### config.mk
export PLATFORM = sky130hd
export DESIGN_NAME = pgd_vel_unit
export DESIGN_NICKNAME = d
export VERILOG_FILES = /design/src/rtl/core/pgd_pkg.sv /design/src/rtl/core/pgd_vel_unit.sv
export SDC_FILE = /design/constraint.sdc
export NUM_CORES = 2
export LEC_CHECK = 0
export BUFFER_PORTS_ARGS = -buffer_cell sky130_fd_sc_hd__buf_2
export CORE_UTILIZATION = 58
export DETAILED_ROUTE_END_ITERATION = 10
export PLACE_DENSITY = 0.79
export SLEW_MARGIN = 20
export SYNTH_ARGS = -nofsm -noshare
export SYNTH_HDL_FRONTEND = slang
export SYNTH_SLANG_ARGS = --single-unit
### constraint.sdc
create_clock -name clk -period 11.7 [get_ports clk]
set_clock_uncertainty 0.05 [all_clocks]
set_input_delay 1.17 -clock clk [delete_from_list [all_inputs] [get_ports clk]]
set_output_delay 1.17 -clock clk [all_outputs]
set_load 0.01 [all_outputs]
### src/rtl/core/pgd_pkg.sv
// Package with types, constants and helpers for the particle grid deposit block.
package pgd_pkg;
  localparam int GRID_SIDE     = 64;
  localparam int POS_FRAC_BITS = 16;
  localparam int VEL_FRAC_BITS = 12;
  localparam int ACC_WIDTH     = 48;
  localparam int SIDE_BITS     = $clog2(GRID_SIDE);
  localparam int ADDR_BITS     = 3 * SIDE_BITS;
  localparam int CELLS         = GRID_SIDE * GRID_SIDE * GRID_SIDE;
  localparam int CFG_IDX_BITS  = 2;
  localparam int CFG_DATA_BITS = 32;

  localparam logic [CFG_IDX_BITS-1:0] REG_CELL_WEIGHT = 2'd0;
  localparam logic [CFG_IDX_BITS-1:0] REG_VEL_ENABLE  = 2'd1;
  localparam logic [CFG_IDX_BITS-1:0] REG_DISPERSION  = 2'd2;

  localparam logic REQ_DEPOSIT = 1'b0;
  localparam logic REQ_READ    = 1'b1;

  typedef struct packed {
    logic               req_type;
    logic [21:0]        pos_x;
    logic [21:0]        pos_y;
    logic [21:0]        pos_z;
    logic signed [23:0] vel_x;
    logic signed [23:0] vel_y;
    logic signed [23:0] vel_z;
    logic [17:0]        cell_index;
  } in_item_t;

  typedef struct packed {
    logic [47:0]        density_sum;
    logic signed [47:0] vel_x_sum;
    logic signed [47:0] vel_y_sum;
    logic signed [47:0] vel_z_sum;
  } out_item_t;

  typedef enum logic [3:0] {
    ST_IDLE, ST_CLEAR, ST_MUL1, ST_MUL2, ST_MUL3, ST_MUL4, ST_FIN,
    ST_RD, ST_ACC, ST_WR, ST_RREAD, ST_RWAIT
  } state_t;

  typedef struct packed {
    logic [SIDE_BITS-1:0] base;
    logic                 two;
  } axis_t;

  function automatic axis_t axis_cells(input logic [21:0] p);
    axis_t a;
    logic [SIDE_BITS-1:0] ip;
    logic [POS_FRAC_BITS-1:0] fr;
    ip = p[POS_FRAC_BITS +: SIDE_BITS];
    fr = p[POS_FRAC_BITS-1:0];
    if (!fr[POS_FRAC_BITS-1]) begin
      a.base = ip - 1'b1;
      a.two  = 1'b1;
    end else begin
      a.base = ip;
      a.two  = (fr != {1'b1, {(POS_FRAC_BITS-1){1'b0}}});
    end
    return a;
  endfunction
endpackage

### src/rtl/core/pgd_vel_unit.sv
// Shared multiplier sequencer computing the three saturated velocity deposits.
module pgd_vel_unit import pgd_pkg::*; (
  input  logic                        clk,
  input  logic                        rst_n,
  input  logic                        go,
  input  logic [31:0]                 weight,
  input  logic                        disp,
  input  logic signed [23:0]          vx,
  input  logic signed [23:0]          vy,
  input  logic signed [23:0]          vz,
  output logic                        done,
  output logic signed [ACC_WIDTH-1:0] dv [3]
);
  // One 32x24 multiply per cycle; dispersion needs a second 56x24 multiply done in
  // two 32x24 halves. Steps: per axis, (1) w*|v|, (2) lo*|vx|, (3) hi*|vx|, (4) finish.
  logic [1:0]  axis_r, axis_nxt;
  logic [1:0]  step_r, step_nxt;
  logic        busy_r, busy_nxt;
  logic [55:0] prod_r;
  logic [55:0] plo_r;
  logic [80:0] full_w;
  logic [23:0] mag_v, mag_x;
  logic        neg_v, neg_x;
  logic signed [23:0] vsel;
  logic [31:0] ma;
  logic [23:0] mb;
  logic [55:0] mp;
  logic [80:0] mag;
  logic        neg;
  logic signed [ACC_WIDTH-1:0] res;
  localparam logic [80:0] SMAX = 81'((64'd1 << (ACC_WIDTH-1)) - 1);

  always_comb begin
    case (axis_r)
      2'd0:    vsel = vx;
      2'd1:    vsel = vy;
      default: vsel = vz;
    endcase
    neg_v = vsel[23];
    mag_v = neg_v ? 24'(-vsel) : vsel;
    neg_x = vx[23];
    mag_x = neg_x ? 24'(-vx) : vx;
    case (step_r)
      2'd0:    begin ma = weight;        mb = mag_v; end
      2'd1:    begin ma = prod_r[31:0];  mb = mag_x; end
      default: begin ma = 32'(prod_r[55:32]); mb = mag_x; end
    endcase
    mp = 56'(ma) * 56'(mb);
    full_w = 81'(plo_r) + {mp[48:0], 32'd0};
    if (disp) begin
      mag = full_w >> (2*VEL_FRAC_BITS);
      neg = neg_v ^ neg_x;
    end else begin
      mag = 81'(prod_r) >> VEL_FRAC_BITS;
      neg = neg_v;
    end
    if (mag > SMAX) res = neg ? {1'b1, {(ACC_WIDTH-1){1'b0}}} : SMAX[ACC_WIDTH-1:0];
    else            res = neg ? -mag[ACC_WIDTH-1:0] : mag[ACC_WIDTH-1:0];
  end

  always_comb begin
    busy_nxt = busy_r;
    axis_nxt = axis_r;
    step_nxt = step_r;
    done     = 1'b0;
    if (!busy_r) begin
      if (go) begin
        busy_nxt = 1'b1;
        axis_nxt = 2'd0;
        step_nxt = 2'd0;
      end
    end else if (step_r == 2'd0) begin
      step_nxt = disp ? 2'd1 : 2'd3;
    end else if (step_r != 2'd3) begin
      step_nxt = step_r + 2'd1;
    end else begin
      step_nxt = 2'd0;
      if (axis_r == 2'd2) begin
        busy_nxt = 1'b0;
        done     = 1'b1;
      end else begin
        axis_nxt = axis_r + 2'd1;
      end
    end
  end

  always_ff @(posedge clk) begin
    if (!rst_n) begin
      busy_r <= 1'b0;
      axis_r <= 2'd0;
      step_r <= 2'd0;
    end else begin
      busy_r <= busy_nxt;
      axis_r <= axis_nxt;
      step_r <= step_nxt;
    end
    if (busy_r) begin
      // The high partial product is recomputed and folded at the finish step.
      case (step_r)
        2'd0:    prod_r <= mp;
        2'd1:    plo_r  <= 56'(mp);
        2'd2:    plo_r  <= plo_r;
        default: dv[axis_r] <= res;
      endcase
    end
  end
endmodule

== Word-level counts from Yosys, hierarchy flattened ==
Index checks and enable logic that the tools add are counted.

* Register bits: 261
* Bits of input ports: 108

* Reductions and logical operators: 9
* Equality and inequality tests: 8
* $add $sub $neg: 6
* Bitwise operators: 3
* $mul: 1
* Multiplexer cells: 31
* Order comparisons: 3

{| class="wikitable"
|+ Operators with widths
! cell !! number
|-
| 48-bit two-way mux || 4
|-
| 144-bit bitwise mux || 1
|-
| 48-bit demux with 2-bit select || 1
|-
| 56-bit by 81-bit adder with 81-bit output || 1
|-
| 81-bit by 47-bit greater-than comparator with 1-bit output (second input constant) || 1
|-
| 24-bit two-way mux || 3
|-
| 32-bit case mux with 2 select lines || 1
|-
| 57-bit two-way mux || 1
|-
| 32-bit by 24-bit multiplier with 56-bit output || 1
|-
| 24-bit negator || 2
|-
| 48-bit negator || 1
|-
| 24-bit case mux with 2 select lines || 1
|-
| 2-bit two-way mux || 9
|-
| 1-bit two-way mux || 10
|-
| 2-bit inequality test (second input constant) || 4
|-
| 2-bit AND reduction || 3
|-
| 2-bit by 1-bit adder with 2-bit output (second input constant) || 2
|-
| 2-bit by 1-bit equality test with 1-bit output (second input constant) || 2
|-
| 2-bit equality test (second input constant) || 2
|-
| 2-bit logical NOT || 2
|-
| 4-bit AND reduction || 1
|-
| 3-bit greater-or-equal comparator (second input constant) || 1
|-
| 3-bit by 1-bit less-than comparator with 1-bit output (second input constant) || 1
|-
| 2-bit inverter with 3-bit output || 1
|-
| other kinds (5) || 5
|}

== Logic depth before layout (Yosys ltp) ==
* Depth in word-level cells: 12
* Mapped depth: 58
* Depth with buffers taken out: 51

== Least setup slack after synthesis ==
OpenSTA, ideal clock, no wires.

* Kind: input port to flip-flop
* Start: input port vx[0]
* End: register dv[142] (netlist bit), data pin
* Setup time: 266 ps
* Stages on the path: 46
* Arrival: 12047 ps
* Data required time: 11384 ps
* Path slack: -664 ps
* Path buffers: 3
* Cells stage by stage: inv_1 ha_1 nand2_1 or3_1 or4_1 or4_1 or4_1 o21ai_0 xor2_1 o21ai_1 clkbuf_1 nand2_1 fa_1 inv_1 fa_1 fa_1 fa_1 fa_1 [10 not listed] nor2_1 xnor2_1 ha_1 clkbuf_1 nand2_1 a21oi_1 o31ai_1 o211ai_1 a41oi_1 a2111oi_0 o31ai_1 a2111o_1 a2111o_1 or4_1 nor3_4 a31o_1 nor4_1 a211o_1

* Word-level cells in the longest chain between the ends: 11

{| class="wikitable"
|+ RTL lines
! element !! RTL line !! RTL
|-
| start: declaration || pgd_vel_unit.sv:8 || <nowiki>input logic signed [23:0] vx,</nowiki>
|-
| 24-bit case mux with 2 select lines || pgd_vel_unit.sv:34 || <nowiki>case (axis_r)</nowiki>
|-
| 24-bit negator || pgd_vel_unit.sv:40 || <nowiki>mag_v = neg_v ? 24'(-vsel) : vsel;</nowiki>
|-
| 24-bit two-way mux || pgd_vel_unit.sv:40 ||
|-
| 24-bit two-way mux (*) || pgd_vel_unit.sv:43 || <nowiki>case (step_r)</nowiki>
|-
| 32-bit by 24-bit multiplier with 56-bit output (*) || pgd_vel_unit.sv:48 || <nowiki>mp = 56'(ma) * 56'(mb);</nowiki>
|-
| net mp[23] || pgd_vel_unit.sv:27 || <nowiki>logic [55:0] mp;</nowiki>
|-
| 56-bit by 81-bit adder with 81-bit output (*) || pgd_vel_unit.sv:49 || <nowiki>full_w = 81'(plo_r) + {mp[48:0], 32'd0};</nowiki>
|-
| 57-bit two-way mux (*) || pgd_vel_unit.sv:50 || <nowiki>if (disp) begin</nowiki>
|-
| 48-bit negator || pgd_vel_unit.sv:58 || <nowiki>else res = neg ? -mag[ACC_WIDTH-1:0] : mag[ACC_WIDTH-1:0];</nowiki>
|-
| 48-bit two-way mux || pgd_vel_unit.sv:58 ||
|-
| 48-bit two-way mux (*) || pgd_vel_unit.sv:57 || <nowiki>if (mag > SMAX) res = neg ? {1'b1, {(ACC_WIDTH-1){1'b0}}} : SMAX[ACC_WIDTH-1:0];</nowiki>
|-
| net res[46] || pgd_vel_unit.sv:30 || <nowiki>logic signed [ACC_WIDTH-1:0] res;</nowiki>
|-
| 144-bit bitwise mux (*) || pgd_vel_unit.sv:103 || <nowiki>default: dv[axis_r] <= res;</nowiki>
|-
| end signal: indexed assignment || pgd_vel_unit.sv:103 ||
|-
| end: declaration || pgd_vel_unit.sv:12 || <nowiki>output logic signed [ACC_WIDTH-1:0] dv [3]</nowiki>
|}

Mark *: on every way through the listed nets, which the timed path passes. The rest lies on a longest branch.
A chain may end at the register's enable or synchronous reset.

== Worst setup path after layout ==
* Start: input port vx[0]
* End: register dv[94] (netlist bit), data pin

The elaborated chain is that of the path after synthesis.

==> results.tsv <==
metric	value	unit
# setup viols final	144	
vias after detailed routing	36850	
register area share after synthesis	18.00	%
CTS buffer count	23	
slew margin rel.	17.70	%
M3 GR Usage	10.90	%
Req. time, crit path	11.90	ns
gr usage total	41.27	%
Netlist cell types	111	
Yosys top cell area share	33.61	%
Hold WS	0.5709	ns
slowest stage cell, crit path	or4_4	
synthesized area per cell	9.117	um^2
Post-DP HPWL	113900	um
Worst Setup Slack, final	-0.4635	ns
Slew Viols, Final	0	
crit start category	input pin	
yosys warns	0	
die width	262.1	um
Post-CTS Hold Buffers	0	
Synth Flop Type	edfxtp_1	
share of layout cells above drive strength 1	26.55	%
GRT overflow	0	
EDFF count, synth	232	
hold depth	3	
Initial Utilization	58.55	%
unrepaired setup endpoints after global routing	yes	
CTS root buffer	clkbuf_16	
largest net degree at the start of global routing	74	
Final Cycle Share	104.0	%
DRC Markers	0	
I/O pins	253	
CP Class	in2reg	
GPL Wtd Cong	1.081	
Yosys top cell by area	fa_1	
CTS Sinks	237	
crit path max fanout	4	
worst min path class	reg2reg	
Crit. Startpoint	vx[0]	
Clock transition at path regs	0.07	ns
actual slew at the worst max-slew pin	1.234	ns
flops & latches, synth	237	
reg2reg path depth	50	
Die Span Y	262.1	um
Max Freq	82.21	MHz
HP Start	axis_r[1]$_SDFFE_PN0P_	
worst r2r src	axis_r[0]$_SDFFE_PN0P_	
vias in the first global route	36880	
FP Rows	95	
most common cell in the synthesized netlist	inv_1	
antenna violations before repair	4	
Max Cap Viol	0	
clk buf depth	3	
number of routed nets with antenna violations	0	
Via density	6.180	
status	complete, but fails checks	
Post-layout nets	6056	
H-tree depth	1	
Pre-Repair DR Iteration Count	7	
grt met2 use	65.70	%
Die ar.	0.06872	mm^2
wire per inst	24.55	um
Initial DRC Count	4485	
reg2reg setup slack	-0.27	ns
Crit path largest cell delay	0.55	ns
Most common cell on crit path	fa_1	
Hold Fails Final Rpt	0	
Skew-Pair Late Insertion Delay	0.53	ns
fin crit period	12.16	ns
Worst EP arrival	12.37	ns
CORE AREA	0.06704	mm^2
asr flop ratio synth	0	%
GR Util met1	50.69	%
failing checks	negative setup slack	
gr busiest metal	met2	
Synth Instances	4305	
Detailed Route WL	146400	um
synth cell count leaders	753 x inv_1, 659 x fa_1, 631 x nand2_1, 346 x nor2_1, 232 x edfxtp_1	
Setup crit end kind	flip-flop	
Port Buffer Count	252	
first-pass GRT wire length	211600	um
post-route setup TNS	-27.06	ns
Area growth syn-to-layout	25.51	%
post-synth net total	5290	
Mapped Area	0.03925	mm^2
top cells by area, synth	fa_1 34%, edfxtp_1 18%, inv_1 7.2%, ha_1 6.9%, nand2_1 6.0%	
CTS tree	yes	
## metrics by stage
| stage | util [%] | cell area [um^2] | setup slack, ns | cells |
|---|---|---|---|---|
| floorplan | - | 39560 | -0.1015 | 4305 |
| global placement | 68.89 | 46180 | -0.8109 | 5846 |
| detailed placement | 68.89 | 46180 | -1.046 | 5846 |
| CTS | 71.91 | 48210 | -0.1709 | 5932 |
| global route | 73.47 | 49250 | -0.6840 | 5958 |
| finish | 73.48 | 49260 | -0.4635 | 5963 |
## sequential cells by signal, summed over array words and instances (netlist names)
| register | cells |
|---|---|
| dv | 144 |
| prod_r | 56 |
| plo_r | 32 |
| axis_r | 2 |
| step_r | 2 |
| busy_r | 1 |
## layout by cell type, fill, tap and decap left out, drive strengths merged, types with 27 or more instances in the layout
cell type,synthesis,final
nand2,633,633
a21oi,191,191
nor4,29,29
a22o,58,58
and2,71,71
nand4,27,27
nor3,67,67
buf,66,968
o21ai,77,77
nand3,54,54
and3,35,35
ha,218,218
a21o,83,83
nor2,347,347
edfxtp,232,232
inv,754,755
xnor2,58,58
xor2,37,37
fa,659,659
a31oi,46,46
## metal layers
metal	wire (um)	part of all wire [%]
met5	15	0.010
met1	49770	34
met2	66420	45
met4	11660	8.0
met3	18510	13
## critical path, delay by kind of cell
family | cells | cell delay (ns)
and+or+nand+nor | 17 | 3.44
AOI/OAI and AO/OA | 12 | 2.77
buffers and inverters | 9 | 0.82
adders and majority gates | 10 | 3.80
xor gates and xnor gates | 2 | 0.34
## timing repair
item	CTS	global route
pin swaps	76	46
gates cloned	6	2
buffers inserted	45	26
gates resized for setup	164	159
setup endpoints to repair	144	146
## cell type report
type	instances	area, um^2
Antenna cell	5	12.51
Clock buffer	23	575.6
Clock inverter	16	166.4
Fill cell	4653	17780
Inverter	754	2848
Multi-Input combinational cell	3084	30050
Sequential cell	237	7067
Tap cell	873	1092
Timing Repair Buffer	971	7453
## logic make-up after synthesis
logic type,share of synthesized area [%]
AO/OA/AOI/OAI,12.63
adder cells (fa/ha/maj),40.56
buffers and inverters,9.694
AND/OR/NAND/NOR,16.26
multiplexers,0.6726
XOR/XNOR,2.177
flip-flops,18.00
## worst paths after layout
path,to
worst min register to register,axis_r[1]$_SDFFE_PN0P_
worst max-delay path,dv[94]$_DFFE_PP_
worst min-delay path,axis_r[1]$_SDFFE_PN0P_
worst max register to register,dv[94]$_DFFE_PP_
Power is not shown: default switching activity piles up to over one toggle a cycle in this logic, so the estimate is an artifact.
